[config.mk]
export PLATFORM = sky130hd
export DESIGN_NAME = tga_rle_pixel_unpacker
export DESIGN_NICKNAME = d
export VERILOG_FILES = /design/src/sv/trpu_pkg.sv /design/src/sv/trpu_cfg_regs.sv /design/src/sv/trpu_span_unit.sv /design/src/sv/tga_rle_pixel_unpacker.sv
export VERILOG_INCLUDE_DIRS = /design/src /design/src/sv
export SDC_FILE = /design/constraint.sdc
export NUM_CORES = 1
export LEC_CHECK = 0
export ABC_AREA = 1
export BUFFER_PORTS_ARGS = -buffer_cell sky130_fd_sc_hd__clkbuf_2
export CAP_MARGIN = 20
export CORE_MARGIN = 5
export CORE_UTILIZATION = 35
export CTS_CLUSTER_DIAMETER = 40
export DETAILED_ROUTE_END_ITERATION = 10
export GPL_ROUTABILITY_DRIVEN = 0
export SKIP_CTS_REPAIR_TIMING = 1
export SYNTH_ARGS = -nofsm -noshare
export SYNTH_HDL_FRONTEND = slang
export SYNTH_SLANG_ARGS = --single-unit
export TNS_END_PERCENT = 100
[constraint.sdc]
create_clock -name i_clk -period 6.2 [get_ports i_clk]
set_input_delay 0.93 -clock i_clk [delete_from_list [all_inputs] [get_ports i_clk]]
set_output_delay 0.93 -clock i_clk [all_outputs]
set_load 0.005 [all_outputs]
[src/sv/tga_rle_pixel_unpacker_macros.svh]
// assertion macros for the tga rle pixel unpacker
// used by the top level of the block; no other dependencies
`ifndef TGA_RLE_PIXEL_UNPACKER_MACROS_SVH
`define TGA_RLE_PIXEL_UNPACKER_MACROS_SVH
`ifndef SYNTHESIS
// check on i_clk, ignored while i_rst_n is low
`define TRPU_ASSERT(label, prop, msg) \
    label: assert property (@(posedge i_clk) disable iff (!i_rst_n) (prop)) else $error(msg);
// check on i_clk, also during reset
`define TRPU_ASSERT_ALWAYS(label, prop, msg) \
    label: assert property (@(posedge i_clk) (prop)) else $error(msg);
`else
`define TRPU_ASSERT(label, prop, msg)
`define TRPU_ASSERT_ALWAYS(label, prop, msg)
`endif
`endif

[src/sv/trpu_pkg.sv]
// shared types, constants and helper functions of the tga rle pixel unpacker
// no dependencies
package trpu_pkg;

    localparam int unsigned MAX_DIMENSION = 4096;
    localparam int unsigned MAX_PACKET    = 128;
    localparam int unsigned ADDR_W        = 5;

    localparam logic [12:0] DIM_MAX   = 13'(MAX_DIMENSION);
    localparam logic [12:0] WIDTH_MIN = 13'd4;
    localparam logic [12:0] HEIGHT_MIN = 13'd1;

    // packet header fields
    localparam logic [7:0] HDR_COUNT_MASK = 8'h7F;
    localparam logic [7:0] HDR_REPEAT_BIT = 8'h80;
    localparam logic [7:0] PIXEL_SHIFT    = 8'h20;

    // register indexes
    localparam logic [2:0] REG_BPP    = 3'd0;
    localparam logic [2:0] REG_RLC    = 3'd1;
    localparam logic [2:0] REG_WIDTH  = 3'd2;
    localparam logic [2:0] REG_HEIGHT = 3'd3;
    localparam logic [2:0] REG_TOP    = 3'd4;

    // reset values
    localparam logic [2:0]  RST_BPP    = 3'd3;
    localparam logic        RST_RLC    = 1'b1;
    localparam logic [12:0] RST_WIDTH  = 13'd256;
    localparam logic [12:0] RST_HEIGHT = 13'd256;
    localparam logic        RST_TOP    = 1'b0;

    // effective configuration, already clamped
    typedef struct packed {
        logic [2:0]  bpp;
        logic        rlc;
        logic [12:0] width;
        logic [12:0] height;
        logic        top;
    } t_cfg;

    // result of one pass of the span unit
    typedef struct packed {
        logic        wrap_only;
        logic [7:0]  len;
        logic [11:0] next_col;
        logic [11:0] row_out;
        logic        advance;
        logic [12:0] rows_inc;
        logic        fin;
        logic        last;
    } t_span;

    typedef enum logic [1:0] {
        ST_IDLE = 2'b01,
        ST_EMIT = 2'b10
    } t_state;

    typedef enum logic [2:0] {
        PH_HEADER = 3'b001,
        PH_REPEAT = 3'b010,
        PH_RAW    = 3'b100
    } t_phase;

    function automatic logic [12:0] clamp_dim(input logic [12:0] v, input logic [12:0] lo);
        logic [12:0] r;
        r = v;
        if (r < lo) r = lo;
        if (r > DIM_MAX) r = DIM_MAX;
        return r;
    endfunction

    function automatic logic [2:0] clamp_bpp(input logic [2:0] v);
        logic [2:0] r;
        r = v;
        if (r == 3'd0) r = 3'd1;
        if (r > 3'd4) r = 3'd4;
        return r;
    endfunction

    // destination row with optional bottom-up flip
    function automatic logic [11:0] dest_row(input logic [12:0] rows, input logic [12:0] h,
                                             input logic top);
        logic [12:0] r;
        logic [12:0] d;
        r = (rows >= h) ? (h - 13'd1) : rows;
        d = top ? r : (h - 13'd1 - r);
        return d[11:0];
    endfunction

endpackage

[src/sv/trpu_cfg_regs.sv]
// configuration registers of the tga rle pixel unpacker, apb-style access
// depends on trpu_pkg
module trpu_cfg_regs
    import trpu_pkg::*;
(
    input  logic              i_clk,
    input  logic              i_rst_n,
    input  logic              psel,
    input  logic              penable,
    input  logic              pwrite,
    input  logic [ADDR_W-1:0] paddr,
    input  logic [31:0]       pwdata,
    output logic [31:0]       prdata,
    output logic              pready,
    output t_cfg              o_cfg
);

    logic [2:0]  r_bpp;
    logic        r_rlc;
    logic [12:0] r_width;
    logic [12:0] r_height;
    logic        r_top;
    logic        wr_en;
    logic [2:0]  reg_idx;

    assign pready  = 1'b1;
    assign wr_en   = psel && penable && pwrite && pready;
    assign reg_idx = paddr[ADDR_W-1:2];

    always_ff @(posedge i_clk) begin
        if (!i_rst_n) begin
            r_bpp    <= RST_BPP;
            r_rlc    <= RST_RLC;
            r_width  <= RST_WIDTH;
            r_height <= RST_HEIGHT;
            r_top    <= RST_TOP;
        end else if (wr_en) begin
            case (reg_idx)
                REG_BPP:    r_bpp    <= pwdata[2:0];
                REG_RLC:    r_rlc    <= pwdata[0];
                REG_WIDTH:  r_width  <= pwdata[12:0];
                REG_HEIGHT: r_height <= pwdata[12:0];
                REG_TOP:    r_top    <= pwdata[0];
                default: begin
                end
            endcase
        end
    end

    always_comb begin
        case (reg_idx)
            REG_BPP:    prdata = {29'd0, r_bpp};
            REG_RLC:    prdata = {31'd0, r_rlc};
            REG_WIDTH:  prdata = {19'd0, r_width};
            REG_HEIGHT: prdata = {19'd0, r_height};
            REG_TOP:    prdata = {31'd0, r_top};
            default:    prdata = 32'd0;
        endcase
    end

    always_comb begin
        o_cfg.bpp    = clamp_bpp(r_bpp);
        o_cfg.rlc    = r_rlc;
        o_cfg.width  = clamp_dim(r_width, WIDTH_MIN);
        o_cfg.height = clamp_dim(r_height, HEIGHT_MIN);
        o_cfg.top    = r_top;
    end

endmodule

[src/sv/trpu_span_unit.sv]
// shared span unit: clips a pending run against the row end, one span per use
// depends on trpu_pkg
module trpu_span_unit
    import trpu_pkg::*;
(
    input  t_cfg        i_cfg,
    input  logic [11:0] i_col,
    input  logic [7:0]  i_count,
    input  logic [12:0] i_rows,
    output t_span       o_span
);

    logic [12:0] col_ext;
    logic [12:0] room;
    logic [12:0] cnt_ext;
    logic [12:0] sum;
    logic        pre;
    logic        fits;

    always_comb begin
        col_ext = {1'b0, i_col};
        cnt_ext = {5'd0, i_count};
        pre     = col_ext >= i_cfg.width;
        room    = i_cfg.width - col_ext;
        fits    = cnt_ext <= room;

        o_span.wrap_only = pre;
        o_span.len       = fits ? i_count : room[7:0];
        sum              = col_ext + {5'd0, o_span.len};
        o_span.advance   = pre || (sum >= i_cfg.width);
        o_span.rows_inc  = i_rows + 13'd1;
        o_span.fin       = o_span.advance && (o_span.rows_inc >= i_cfg.height);
        o_span.next_col  = o_span.advance ? 12'd0 : sum[11:0];
        o_span.row_out   = dest_row(i_rows, i_cfg.height, i_cfg.top);
        o_span.last      = pre ? o_span.fin : (fits || o_span.fin);
    end

endmodule

[src/sv/tga_rle_pixel_unpacker.sv]
// top level of the tga rle pixel unpacker: byte sequencer, output register
// depends on trpu_pkg, trpu_cfg_regs, trpu_span_unit and the macros header
//
//  channel | direction | handshake                    | payload
//  --------+-----------+------------------------------+---------------------------------
//  in      | to block  | i_in_valid / o_in_stall      | i_data_byte, i_stream_end
//  out     | from block| o_out_valid / i_out_stall    | o_pixel_value .. o_last_of_run
//  cfg     | to block  | psel, penable, pwrite, pready| paddr, pwdata, prdata
//
// a byte is taken while the block is idle and the output register is free
// a completed pixel then emits one span per cycle through the shared span unit while the output
// register is free, wrapping the column first if needed; up to 33 spans for a repeat of 128
// the output register holds a span while the consumer stalls; the sequencer waits on it
// synchronous active-low reset clears all control state; no memory, no clearing pass
`include "tga_rle_pixel_unpacker_macros.svh"
module tga_rle_pixel_unpacker
    import trpu_pkg::*;
(
    input  logic              i_clk,
    input  logic              i_rst_n,
    // input byte channel
    input  logic              i_in_valid,
    output logic              o_in_stall,
    input  logic [7:0]        i_data_byte,
    input  logic              i_stream_end,
    // span result channel
    output logic              o_out_valid,
    input  logic              i_out_stall,
    output logic [31:0]       o_pixel_value,
    output logic [11:0]       o_row_index,
    output logic [11:0]       o_start_column,
    output logic [7:0]        o_span_length,
    output logic              o_image_done,
    output logic              o_data_error,
    output logic              o_last_of_run,
    // configuration port
    input  logic              psel,
    input  logic              penable,
    input  logic              pwrite,
    input  logic [ADDR_W-1:0] paddr,
    input  logic [31:0]       pwdata,
    output logic [31:0]       prdata,
    output logic              pready
);

    t_cfg  cfg;
    t_span su;

    // sequencer and packet state
    t_state      r_state,     n_state;
    t_phase      r_phase,     n_phase;
    logic [7:0]  r_remaining, n_remaining;
    logic        r_repeat,    n_repeat;
    logic [1:0]  r_bip,       n_bip;
    logic [31:0] r_asm,       n_asm;
    logic [11:0] r_col,       n_col;
    logic [12:0] r_rows,      n_rows;
    logic        r_finished,  n_finished;
    logic [7:0]  r_count,     n_count;
    logic [31:0] r_value,     n_value;

    // output register
    logic        r_out_valid, n_out_valid;
    logic [31:0] r_pix,       n_pix;
    logic [11:0] r_row,       n_row;
    logic [11:0] r_scol,      n_scol;
    logic [7:0]  r_len,       n_len;
    logic        r_done,      n_done;
    logic        r_err,       n_err;
    logic        r_last,      n_last;

    logic        out_free;
    logic        in_xfer;
    logic        load_out;
    logic        fin_now;
    logic        is_header;
    logic [31:0] asm_new;
    logic [1:0]  bip_inc;
    logic        pix_done;
    logic [7:0]  cnt_sel;

    trpu_cfg_regs u_cfg (
        .i_clk   (i_clk),
        .i_rst_n (i_rst_n),
        .psel    (psel),
        .penable (penable),
        .pwrite  (pwrite),
        .paddr   (paddr),
        .pwdata  (pwdata),
        .prdata  (prdata),
        .pready  (pready),
        .o_cfg   (cfg)
    );

    // one span unit serves both the status row and every span of a run
    trpu_span_unit u_span (
        .i_cfg   (cfg),
        .i_col   (r_col),
        .i_count (r_count),
        .i_rows  (r_rows),
        .o_span  (su)
    );

    assign out_free   = !r_out_valid || !i_out_stall;
    assign o_in_stall = !((r_state == ST_IDLE) && out_free);
    assign in_xfer    = i_in_valid && !o_in_stall;

    // byte assembly, first byte lands in bits 7:0
    assign asm_new  = r_asm | ({24'd0, i_data_byte} << {r_bip, 3'b000});
    assign bip_inc  = r_bip + 2'd1;
    assign pix_done = (bip_inc == 2'd0) || ({1'b0, bip_inc} >= cfg.bpp);
    assign fin_now  = r_finished || (r_rows >= cfg.height);
    assign is_header = (r_phase != PH_REPEAT) && (r_phase != PH_RAW);

    // a repeat packet hands its whole count to the span unit, otherwise one pixel
    assign cnt_sel = (cfg.rlc && (r_phase == PH_REPEAT)) ? r_remaining : 8'd1;

    always_comb begin
        n_state     = r_state;
        n_phase     = r_phase;
        n_remaining = r_remaining;
        n_repeat    = r_repeat;
        n_bip       = r_bip;
        n_asm       = r_asm;
        n_col       = r_col;
        n_rows      = r_rows;
        n_finished  = r_finished;
        n_count     = r_count;
        n_value     = r_value;
        n_out_valid = r_out_valid && i_out_stall;
        n_pix       = r_pix;
        n_row       = r_row;
        n_scol      = r_scol;
        n_len       = r_len;
        n_done      = r_done;
        n_err       = r_err;
        n_last      = r_last;
        load_out    = 1'b0;

        case (r_state)
            ST_IDLE: begin
                if (in_xfer) begin
                    if (fin_now) begin
                        // image complete: bytes and stream end are dropped
                        n_finished = 1'b1;
                    end else if (i_stream_end) begin
                        // early end: one status transfer at the current position
                        load_out   = 1'b1;
                        n_pix      = 32'd0;
                        n_row      = su.row_out;
                        n_scol     = r_col;
                        n_len      = 8'd0;
                        n_done     = 1'b0;
                        n_err      = 1'b1;
                        n_last     = 1'b1;
                        n_finished = 1'b1;
                    end else if (cfg.rlc && is_header) begin
                        n_remaining = (i_data_byte & HDR_COUNT_MASK) + 8'd1;
                        n_repeat    = (i_data_byte & HDR_REPEAT_BIT) != 8'd0;
                        n_phase     = n_repeat ? PH_REPEAT : PH_RAW;
                        n_bip       = 2'd0;
                        n_asm       = 32'd0;
                    end else if (!pix_done) begin
                        n_asm = asm_new;
                        n_bip = bip_inc;
                    end else begin
                        n_asm   = 32'd0;
                        n_bip   = 2'd0;
                        n_value = asm_new;
                        n_count = cnt_sel;
                        n_state = ST_EMIT;
                        if (cfg.rlc) begin
                            if (r_phase == PH_REPEAT) begin
                                n_remaining = 8'd0;
                                n_phase     = PH_HEADER;
                            end else if (r_remaining <= 8'd1) begin
                                n_remaining = 8'd0;
                                n_phase     = PH_HEADER;
                            end else begin
                                n_remaining = r_remaining - 8'd1;
                            end
                        end
                    end
                end
            end
            ST_EMIT: begin
                if (su.wrap_only) begin
                    // column past a reduced width: wrap before emitting
                    n_col  = 12'd0;
                    n_rows = su.rows_inc;
                    if (su.fin) begin
                        n_finished = 1'b1;
                        n_state    = ST_IDLE;
                    end
                end else if (out_free) begin
                    load_out   = 1'b1;
                    n_pix      = r_value;
                    n_row      = su.row_out;
                    n_scol     = r_col;
                    n_len      = su.len;
                    n_done     = su.fin;
                    n_err      = 1'b0;
                    n_last     = su.last;
                    n_col      = su.next_col;
                    n_rows     = su.advance ? su.rows_inc : r_rows;
                    n_finished = su.fin;
                    n_count    = r_count - su.len;
                    if (su.last) n_state = ST_IDLE;
                end
            end
            default: begin
                n_state = ST_IDLE;
            end
        endcase

        if (load_out) n_out_valid = 1'b1;
    end

    always_ff @(posedge i_clk) begin
        if (!i_rst_n) begin
            r_state     <= ST_IDLE;
            r_phase     <= PH_HEADER;
            r_remaining <= 8'd0;
            r_repeat    <= 1'b0;
            r_bip       <= 2'd0;
            r_asm       <= 32'd0;
            r_col       <= 12'd0;
            r_rows      <= 13'd0;
            r_finished  <= 1'b0;
            r_count     <= 8'd0;
            r_out_valid <= 1'b0;
        end else begin
            r_state     <= n_state;
            r_phase     <= n_phase;
            r_remaining <= n_remaining;
            r_repeat    <= n_repeat;
            r_bip       <= n_bip;
            r_asm       <= n_asm;
            r_col       <= n_col;
            r_rows      <= n_rows;
            r_finished  <= n_finished;
            r_count     <= n_count;
            r_out_valid <= n_out_valid;
        end
    end

    // payload registers
    always_ff @(posedge i_clk) begin
        r_value <= n_value;
        r_pix   <= n_pix;
        r_row   <= n_row;
        r_scol  <= n_scol;
        r_len   <= n_len;
        r_done  <= n_done;
        r_err   <= n_err;
        r_last  <= n_last;
    end

    assign o_out_valid    = r_out_valid;
    assign o_pixel_value  = r_pix;
    assign o_row_index    = r_row;
    assign o_start_column = r_scol;
    assign o_span_length  = r_len;
    assign o_image_done   = r_done;
    assign o_data_error   = r_err;
    assign o_last_of_run  = r_last;

    `TRPU_ASSERT(a_len_vs_err, o_out_valid |-> ((o_span_length != 8'd0) != o_data_error), "len/err")
    `TRPU_ASSERT(a_err_is_last, (o_out_valid && o_data_error) |-> o_last_of_run, "status not last")
    `TRPU_ASSERT(a_no_load_after_fin, r_finished |-> !load_out, "span after finish")
    `TRPU_ASSERT(a_emit_count, (r_state == ST_EMIT) |-> (r_count != 8'd0), "empty run count")
    `TRPU_ASSERT(a_emit_blocks_input, (r_state == ST_EMIT) |=> !$past(in_xfer), "byte in emit")

endmodule
# Word level (Yosys, flattened, before mapping)
# Cells that the tools add are included.
[word_totals]
output_inout_bits = 102
register_bits = 212
input_bits = 53
elab_cells = 213
[classes]
n_addsub = 9
bitwise = 4
eq_ne = 21
order_cmp = 12
shift = 1
mux = 102
n_reduce_logical = 41
[ops]
columns = ["op", "count"]
rows = [
  ["two-way mux 32 bit", 7],
  ["two-way mux 12 bit", 15],
  ["two-way mux 8 bit", 19],
  ["two-way mux 13 bit", 7],
  ["one-hot mux 13 bit (5 select lines)", 1],
  ["one-hot mux 32 bit (2 select lines)", 1],
  ["one-hot mux 12 bit (2 select lines)", 2],
  [">= comparator 13 bit", 3],
  ["bitwise OR 32 bit", 1],
  ["one-hot mux 8 bit (2 select lines)", 2],
  ["<< shifter 8 x 5 -> 32 bit", 1],
  ["greater-than comparator 13 bit (second input constant)", 2],
  ["two-way mux 3 bit", 8],
  ["two-way mux 1 bit", 23],
  ["two-way mux 2 bit", 11],
  ["AND reduction 6 bit", 3],
  ["!= test 2 bit (second input constant)", 8],
  ["AND reduction 8 bit", 2],
  ["adder 12 x 8 -> 13 bit", 1],
  ["adder 13 x 1 -> 13 bit (second input constant)", 1],
  [">= comparator 12 x 13 -> 1 bit", 1],
  ["less-or-equal comparator 8 x 13 -> 1 bit", 1],
  ["less-than comparator 13 x 1 -> 1 bit (second input constant)", 1],
  ["less-than comparator 13 x 3 -> 1 bit (second input constant)", 1],
  ["32 further kinds", 68],
]

# Depth between registers and ports, before layout
# Gate-level depths: netlist of the first run.
[logic_depth]
word_depth = 17
mapped_depth = 48
ltp_nobuf = 47

# Cells and area by module
# From an unflattened synthesis of the first run, not the netlist that was laid out.
[hier_totals]
hier_cells = 1861
hier_area_um2 = 14179.8
[modules_own_cells]
columns = ["mod", "cells_per_inst", "instances", "seq_area_each_um2", "area_per_inst_um2"]
rows = [
  ["tga_rle_pixel_unpacker", 884, 1, 4614.4, 8215.4],
  ["trpu_span_unit", 717, 1, 0.0, 4091.4],
  ["trpu_cfg_regs", 260, 1, 620.6, 1873.0],
]

# Worst setup path before layout of the first run
# Ideal clock, no wire load.
[synth_path]
kind = "register to register"
startpoint = "register u_cfg.r_width[5]"
endpoint = "register r_col[9]"
setup_slack_ns = -0.536
arrival_ns = 6.666
synth_period_minus_slack_ns = 6.736
path_stages_with_launch = 46
t_required_ns = 6.130
n_path_buf = 2
setup_ns = 0.070
cell_sequence = "dfxtp_1 nor3_1 nand3_1 nor4_1 inv_1 nand2_1 nand3_1 nand2_1 clkinv_1 nor3_1 inv_1 fa_1 inv_1 nand3_1 nand2_1 a21oi_1 xor2_1 ha_1 [... 10 more ...] inv_1 fa_1 nand3b_1 and2_1 o41ai_1 nand3_1 xor2_1 ha_1 a21oi_1 o21ai_0 a21oi_1 nand3_1 nor2_4 nor2_4 inv_2 buf_6 o211ai_1 a21oi_1"
[synth_rtl]
columns = ["element", "line", "text"]
rows = [
  ["start: declaration", "trpu_cfg_regs.sv:20", "logic [12:0] r_width;"],
  ["start signal: assignment", "trpu_cfg_regs.sv:41", "REG_WIDTH: r_width <= pwdata[12:0];"],
  ["end signal: assignment", "tga_rle_pixel_unpacker.sv:239", "r_col <= n_col;"],
  ["end: declaration", "tga_rle_pixel_unpacker.sv:56", "logic [11:0] r_col, n_col;"],
]

==> results of run 1 <==
==> power by group <==
group	internal [uW]	switching [uW]	leakage, uW
logic	378	575	0.00493
registers	1620	53.9	0.00183
clock network	1390	707	0.000635
==> logic make-up (layout without fill, tap and decap cells) <==
group                      after synthesis  count (layout)  synth area share [%]
AOI/OAI and AO/OA                      384             384                  17.2
adders and majority gates              101             101                  10.0
and+or+nand+nor                        549             549                  18.9
other                                    2              20                0.0580
xor gates and xnor gates                45              45                  3.05
buffers and inverters                  322             547                  10.3
DFF                                    212             212                  40.4
==> layout make-up <==
class | instances | share of cell area (%)
inverter | 255 | 5.83
multi-input combinational | 1099 | 41.9
timing repair buffer | 230 | 9.34
clock inverter | 22 | 1.88
clock buffer | 40 | 5.85
sequential | 212 | 31.7
tap | 468 | 3.54
==> registers in the layout, indices dropped and copies added (netlist names), 12 cells and up <==
name	count
r_value	32
r_col	12
o_row_index	12
u_cfg.r_height	13
r_rows	13
r_asm	32
o_pixel_value	32
o_start_column	12
u_cfg.r_width	13
==> stage by stage <==
step / instance area, um^2 / TNS [ps] / hold slack [ps]
2_1_floorplan: 13100 / -3160 / 408
3_3_place_gp: 14700 / -19600 / 421
3_5_place_dp: 14700 / -24170 / 421
4_1_cts: 16000 / -25640 / 439
5_1_grt: 16500 / -28440 / 460
6_report: 16500 / -17220 / 438
==> worst reg2reg max path, delay by kind of cell (launching register included) <==
family | cells | cell delay, ps
AND/OR/NAND/NOR | 19 | 2610
adder cells (fa/ha/maj) | 5 | 1490
AO/OA/AOI/OAI | 9 | 1260
buffers and inverters | 7 | 580
XOR/XNOR | 2 | 460
flip-flops | 1 | 300
==> layer usage <==
metal	track usage, %	up-vias	routed length (um)
met2	26.8	301	16500
li1	-	5830	-
met5	0	-	0
met1	21.9	5352	16400
met3	2.70	67	1740
met4	5.77	0	1070
==> layout by cell type, fill, tap and decap left out, types with 9 or more instances in the layout <==
cell type	count
a211oi_1	35
a21oi_1	143
a31oi_1	9
buf_4	109
clkbuf_16	41
clkbuf_2	113
conb_1	20
dfxtp_1	111
edfxtp_1	99
ha_1	85
ha_4	10
inv_1	231
inv_2	18
nand2_1	258
nand2_2	20
nand3_1	62
nand3_2	11
nand4_1	19
nor2_1	115
nor2_2	12
nor3_1	12
o21ai_0	106
o21ai_1	13
o21bai_1	13
o22ai_1	10
xnor2_1	15
xor2_1	24
==> worst paths after layout <==
| path | to | start | depth (start not counted) | slack (ps) |
|---|---|---|---|---|
| setup / recovery | r_finished | u_cfg.r_width[11] | 42 | -630 |
| hold / removal | o_start_column[11] | r_col[11] | 0 | 440 |
| setup reg to reg | r_finished | u_cfg.r_width[11] | 42 | -630 |
| hold reg to reg | o_start_column[11] | r_col[11] | 0 | 440 |
==> metrics.md, run 1 <==
| Metric | Value |
|---|---|
| Area occupied by multi-input gates | 6930 um^2 |
| Clock transition at path regs | 60 ps |
| Top cells by count, synth | nand2_1, inv_1, a21oi_1 |
| Post-synth cell types | 57 |
| Worst-path fanout max | 5 |
| Initial antenna violation count | 0 |
| Port bufs | 113 |
| Top-count cell post-synth | nand2_1 |
| WS Path Type | flip-flop to flip-flop |
| Post-synth EDFFs | 99 |
| Count of final setup violators | 30 |
| Congestion Overflow GR | 0 |
| CP Launch Type | flip-flop |
| Layout Nets | 1986 |
| Register area share after synthesis | 40.4% |
| Pwr Total | 4720 uW |
| Mapped cell area | 12900 um^2 |
| Starting Density | 35.4% |
| Final Hold Vio Count | 0 |
| Layout Cells excl Fill | 2326 |
| DP HPWL | 26.3 mm |
| Crit path buf inv count | 7 |
| Detailed-route via count | 11600 |
| H-tree lvl count | 2 |
| Wire per inst | 15.3 um |
| Dpl cells | 2251 |
| Row cnt | 70 |
| Most used cell, CP | nand2_2 |
| Achievable clock frequency | 146 MHz |
| Final ANT Viol Nets | 0 |
| Number of global-route vias before repair | 11000 |
| Die height | 202 um |
| First-pass GRT wire length | 55.4 mm |
| Place WS | -868 ps |
| Filler cells | 3482 |
| CTS buffer count | 34 |
| Crit path DAT | 7220 ps |
| Die Wd | 202 um |
| Largest net degree at the start of global routing | 61 |
| CTS sink count | 212 |
| Synth Flop Type | dfxtp_1 |
| Post-layout min period | 6830 ps |
| Critical path's largest stage delay | 370 ps |
| Failing checks | setup timing |
| Setup Skew | 16.9 ps |
| WL final | 35.7 mm |
| FFs w/ async S/R, synth | 0% |
| Core Area | 36500 um^2 |
| Max-slew violations | 0 |
| Least-Margin Pin Slew | 1010 ps |
| Worst rel slew slack | 32.1% |
| PwrDens | 285 nW/um^2 |
| FF/Latch Area | 5240 um^2 |
| Area of the die | 40900 um^2 |
| Ant diodes | 0 |
| Status | finished, violations left |
| Top-area cell type share of the netlist area | 23.0% |
| Unrepaired setup endpoints after global routing | true |
| DRT iter0 DRCs | 611 |
| CP top delay family | simple AND/OR/NAND/NOR gates |
| Hold/Removal Path Class | flip-flop to flip-flop |
| Clock Tree Root | clkbuf_16 |
| Global Route Usage Sum | 16.3% |
| Largest area contributor in the netlist | edfxtp_1 |
| Leakage | 0.00740 uW |
| Clk_lat worst skew | 520 ps |
| Synth top area cells | edfxtp_1, dfxtp_1, ha_1 |
| CP max-delay cell | fa_2 |
| Synthesis-stage register bit count | 212 |
| Max-Cap Viols | 0 |
| Remaining DRCs | 0 |
| Via-per-instance ratio | 4.97 |
| Gate count of the mapped netlist | 1615 |
| Final worst path period share | 110% |
| CTS Buffer Depth | 3 |
| 1st-pass router iterations | 5 |
| Syn Area/Cell | 8.01 um^2 |
| Yosys warnings | 0 |
| Area Overhead vs Synth | 27.8% |
| Worst Slack Setup Final | -634 ps |
| Final Util | 45.3% |
| Fraction of layout cells with a size suffix above 1 | 23.2% |
| VDD IR max | 0.174 mV |
| TritonCTS clock tree | built |
| CP Capture Type | flip-flop |
| I/O pin total | 155 |
| CP Data Required Time | 6590 ps |
Note: power is estimated with default switching activity, not from simulation.
==> inputs of run 2 (changes only) <==
Settings changed: SYNTH_HIERARCHICAL from default to 1.
==> metrics.md, run 2 <==
| Metric | Value |
|---|---|
| Status | finished, violations left |
| Failing checks | setup timing |
| Worst-path fanout max | 7 (+2) |
| Die height | 211 um (+4.4%) |
| Post-synth EDFFs | 99 (unchanged) |
| DP HPWL | 29.0 mm (+10%) |
| Register area share after synthesis | 36.9% (-3.5 points) |
| Starting Density | 35.5% (+0.089 points) |
| RR Startpoint | u_cfg/r_width[8] |
| Reg2reg end | r_state[0] |
| CP max-delay cell | fa_2 |
| I/O pin total | 155 (unchanged) |
| Achievable clock frequency | 150 MHz (+2.8%) |
| Gate count of the mapped netlist | 1861 (+15%) |
| Crit path DAT | 7070 ps (-150 ps) |
| FF-to-FF path depth | 50 (+19%) |
| Synthesis-stage register bit count | 212 (unchanged) |
| Int Power | 2930 uW (-14%) |
| Final instance area | 17600 um^2 (+6.2%) |
| DRT iter0 DRCs | 787 (+29%) |
| Crit path from | u_cfg/r_width[8] |
| Max-Cap Viols | 0 (unchanged) |
| Placed inst area | 15900 um^2 (+8.2%) |
| Leakage | 0.00803 uW (+8.5%) |
| Top cells by count, synth | nand2_1, inv_1, a21oi_1 |
| Initial antenna violation count | 2 (+2) |
| CP Capture Type | flip-flop |
| Fraction of layout cells with a size suffix above 1 | 21.6% (-1.6 points) |
| Post-synth cell types | 57 (unchanged) |
| WP depth | 50 (+19%) |
| Count of final setup violators | 30 (unchanged) |
| Worst Slack Setup Final | -448 ps (+186 ps) |
| Detailed-route via count | 13000 (+13%) |
| CP top delay family | simple AND/OR/NAND/NOR gates |
| Number of global-route vias before repair | 12500 (+14%) |
| Leading cell types in the layout, fill and taps excluded | nand2_1, inv_1, a21oi_1 |
| Final ANT Viol Nets | 0 (unchanged) |
| Max-slew violations | 0 (unchanged) |
| Row cnt | 73 (+4.3%) |
| Global Route Usage Sum | 17.0% (+0.62 points) |
| R2r setup slk | -450 ps (+190 ps) |
| Clock share of power | 51.1% (+6.7 points) |
| Yosys warnings | 6 (+6) |
| Final Hold Vio Count | 0 (unchanged) |
| Layout Nets | 2245 (+13%) |
| Post-layout min period | 6650 ps (-186 ps) |
| Setup Skew | 20.7 ps (+3.79 ps) |
| Core Area | 39900 um^2 (+9.3%) |
| Port bufs | 113 (unchanged) |
| Clock transition at path regs | 60 ps (about the same) |
| Seq pwr share | 37.8% (+2.4 points) |
| Sw power | 1070 uW (-20%) |
| CTS buffer count | 36 (+5.9%) |
| Clk_lat worst skew | 550 ps (+30 ps) |
| Synth top area cells | edfxtp_1, dfxtp_1, nand2_1 |
| Area Overhead vs Synth | 23.9% |
| TritonCTS clock tree | built |
| CP Launch Type | flip-flop |
| WS Path Type | flip-flop to flip-flop |
| CTS sink count | 212 (unchanged) |
| Unrepaired setup endpoints after global routing | true |
| Die Wd | 211 um (+4.4%) |
| Top-area cell type share of the netlist area | 21.0% (-2.0 points) |
| Critical path's largest stage delay | 390 ps (+20 ps) |
| 1st-pass router iterations | 6 (+1) |
| Area of the die | 44600 um^2 (+9.1%) |
| Wire per inst | 14.9 um (-2.8%) |
| Synth Flop Type | dfxtp_1 |
| Worst setup endpoint | r_state[0] |
| PwrDens | 228 nW/um^2 (-20%) |
| WL final | 39.3 mm (+10%) |
| FFs w/ async S/R, synth | 0% (unchanged) |
| Crit path buf inv count | 6 (-1) |
| Syn Area/Cell | 7.62 um^2 (-4.9%) |
| Clock Tree Root | clkbuf_16 |
| Most common cell after layout, fill and taps aside | nand2_1 |
| Largest area contributor in the netlist | edfxtp_1 |
| H-tree lvl count | 2 (unchanged) |
| Remaining DRCs | 0 (unchanged) |
| Final worst path period share | 107% (-3.0 points) |
| VDD IR max | 0.205 mV (+18%) |
| Worst rel slew slack | 31.3% (-0.82 points) |
| Filler cells | 3925 (+13%) |
| Hold/Removal Path Class | flip-flop to flip-flop |
| Mapped cell area | 14200 um^2 (+9.6%) |
| Switching share of power | 26.8% (-1.5 points) |
| First-pass GRT wire length | 62.1 mm (+12%) |
| Largest net degree at the start of global routing | 60 (-1.6%) |
| Pwr Total | 4000 uW (-15%) |
| Combinational share of power | 11.1% (-9.1 points) |
| Top-count cell post-synth | nand2_1 |
| Via-per-instance ratio | 4.94 (-0.53%) |
| Most used cell, CP | nand2_1 |
| CP Data Required Time | 6620 ps (+30 ps) |
| CTS Buffer Depth | 3 (unchanged) |
| Congestion Overflow GR | 0 (unchanged) |
| Least-Margin Pin Slew | 1030 ps (+14.7 ps) |
-- run 2: logic make-up (layout without fill, tap and decap cells) --
kind of cell / count (synthesis) / after routing / share of synthesized area [%]
other: 2 / 21 / 0.0530
and+or+nand+nor: 738 / 738 / 23.6
AOI/OAI and AO/OA: 367 / 367 / 14.8
DFF: 212 / 212 / 36.9
buffers and inverters: 385 / 613 / 11.7
adders and majority gates: 112 / 112 / 10.1
xor gates and xnor gates: 45 / 45 / 2.78
-- run 2: layout make-up --
type	count	area (um^2)	share of cell area [%]
inverters	305	1150	6.54
well taps	525	657	3.74
clock inverters	25	300	1.71
clock buffers	40	947	5.39
diodes	1	2.50	0.0142
repair buffers	243	1600	9.10
flip-flops and latches	212	5240	29.8
multi-input cells	1282	7680	43.7
-- run 2: power by group through the flow --
stage	registers, uW	clock network, uW	logic [uW]
3_5_place_dp	1540	0	424
2_1_floorplan	1540	0	295
6_report	1510	2040	443
4_1_cts	1510	2100	426
5_1_grt	1520	2160	494
3_3_place_gp	1540	0	418
-- run 2: worst register-to-register path: cells and delay by family (launching register included) --
kind,cells,cell delay [ps]
and+or+nand+nor,30,2890
xor gates and xnor gates,2,410
buffers and inverters,6,470
AOI/OAI and AO/OA,6,840
DFF,1,290
adders and majority gates,6,1610
-- run 2: how the worst min path moves through the flow --
stage,startpoint,to,depth (start not counted)
floorplan,r_remaining[1],r_remaining[1],2
global placement,r_asm[15],r_asm[15],2
detailed placement,r_asm[23],r_asm[23],2
CTS,r_asm[23],r_asm[23],2
global route,r_asm[6],r_asm[6],2
finish,r_asm[31],r_asm[31],2
-- run 2: routing by layer --
metal / vias up / track usage (%) / part of all wire [%]
met3: 81 / 3.30 / 4.9
met5: - / 0 / 0.033
met4: 2 / 6.46 / 3.4
li1: 6561 / - / -
met1: 6023 / 21.5 / 44
met2: 338 / 28.7 / 47
-- run 2: stage by stage --
step	TNS, ps	cells	worst slack, ps	util, %	hold WS, ps
floorplan	0	1879	38.4	-	440
global placement	-10180	2558	-585	39.9	448
detailed placement	-14750	2558	-713	39.9	452
CTS	-15680	2623	-740	43.0	461
global route	-20080	2633	-820	44.0	473
finish	-8520	2633	-448	44.0	459
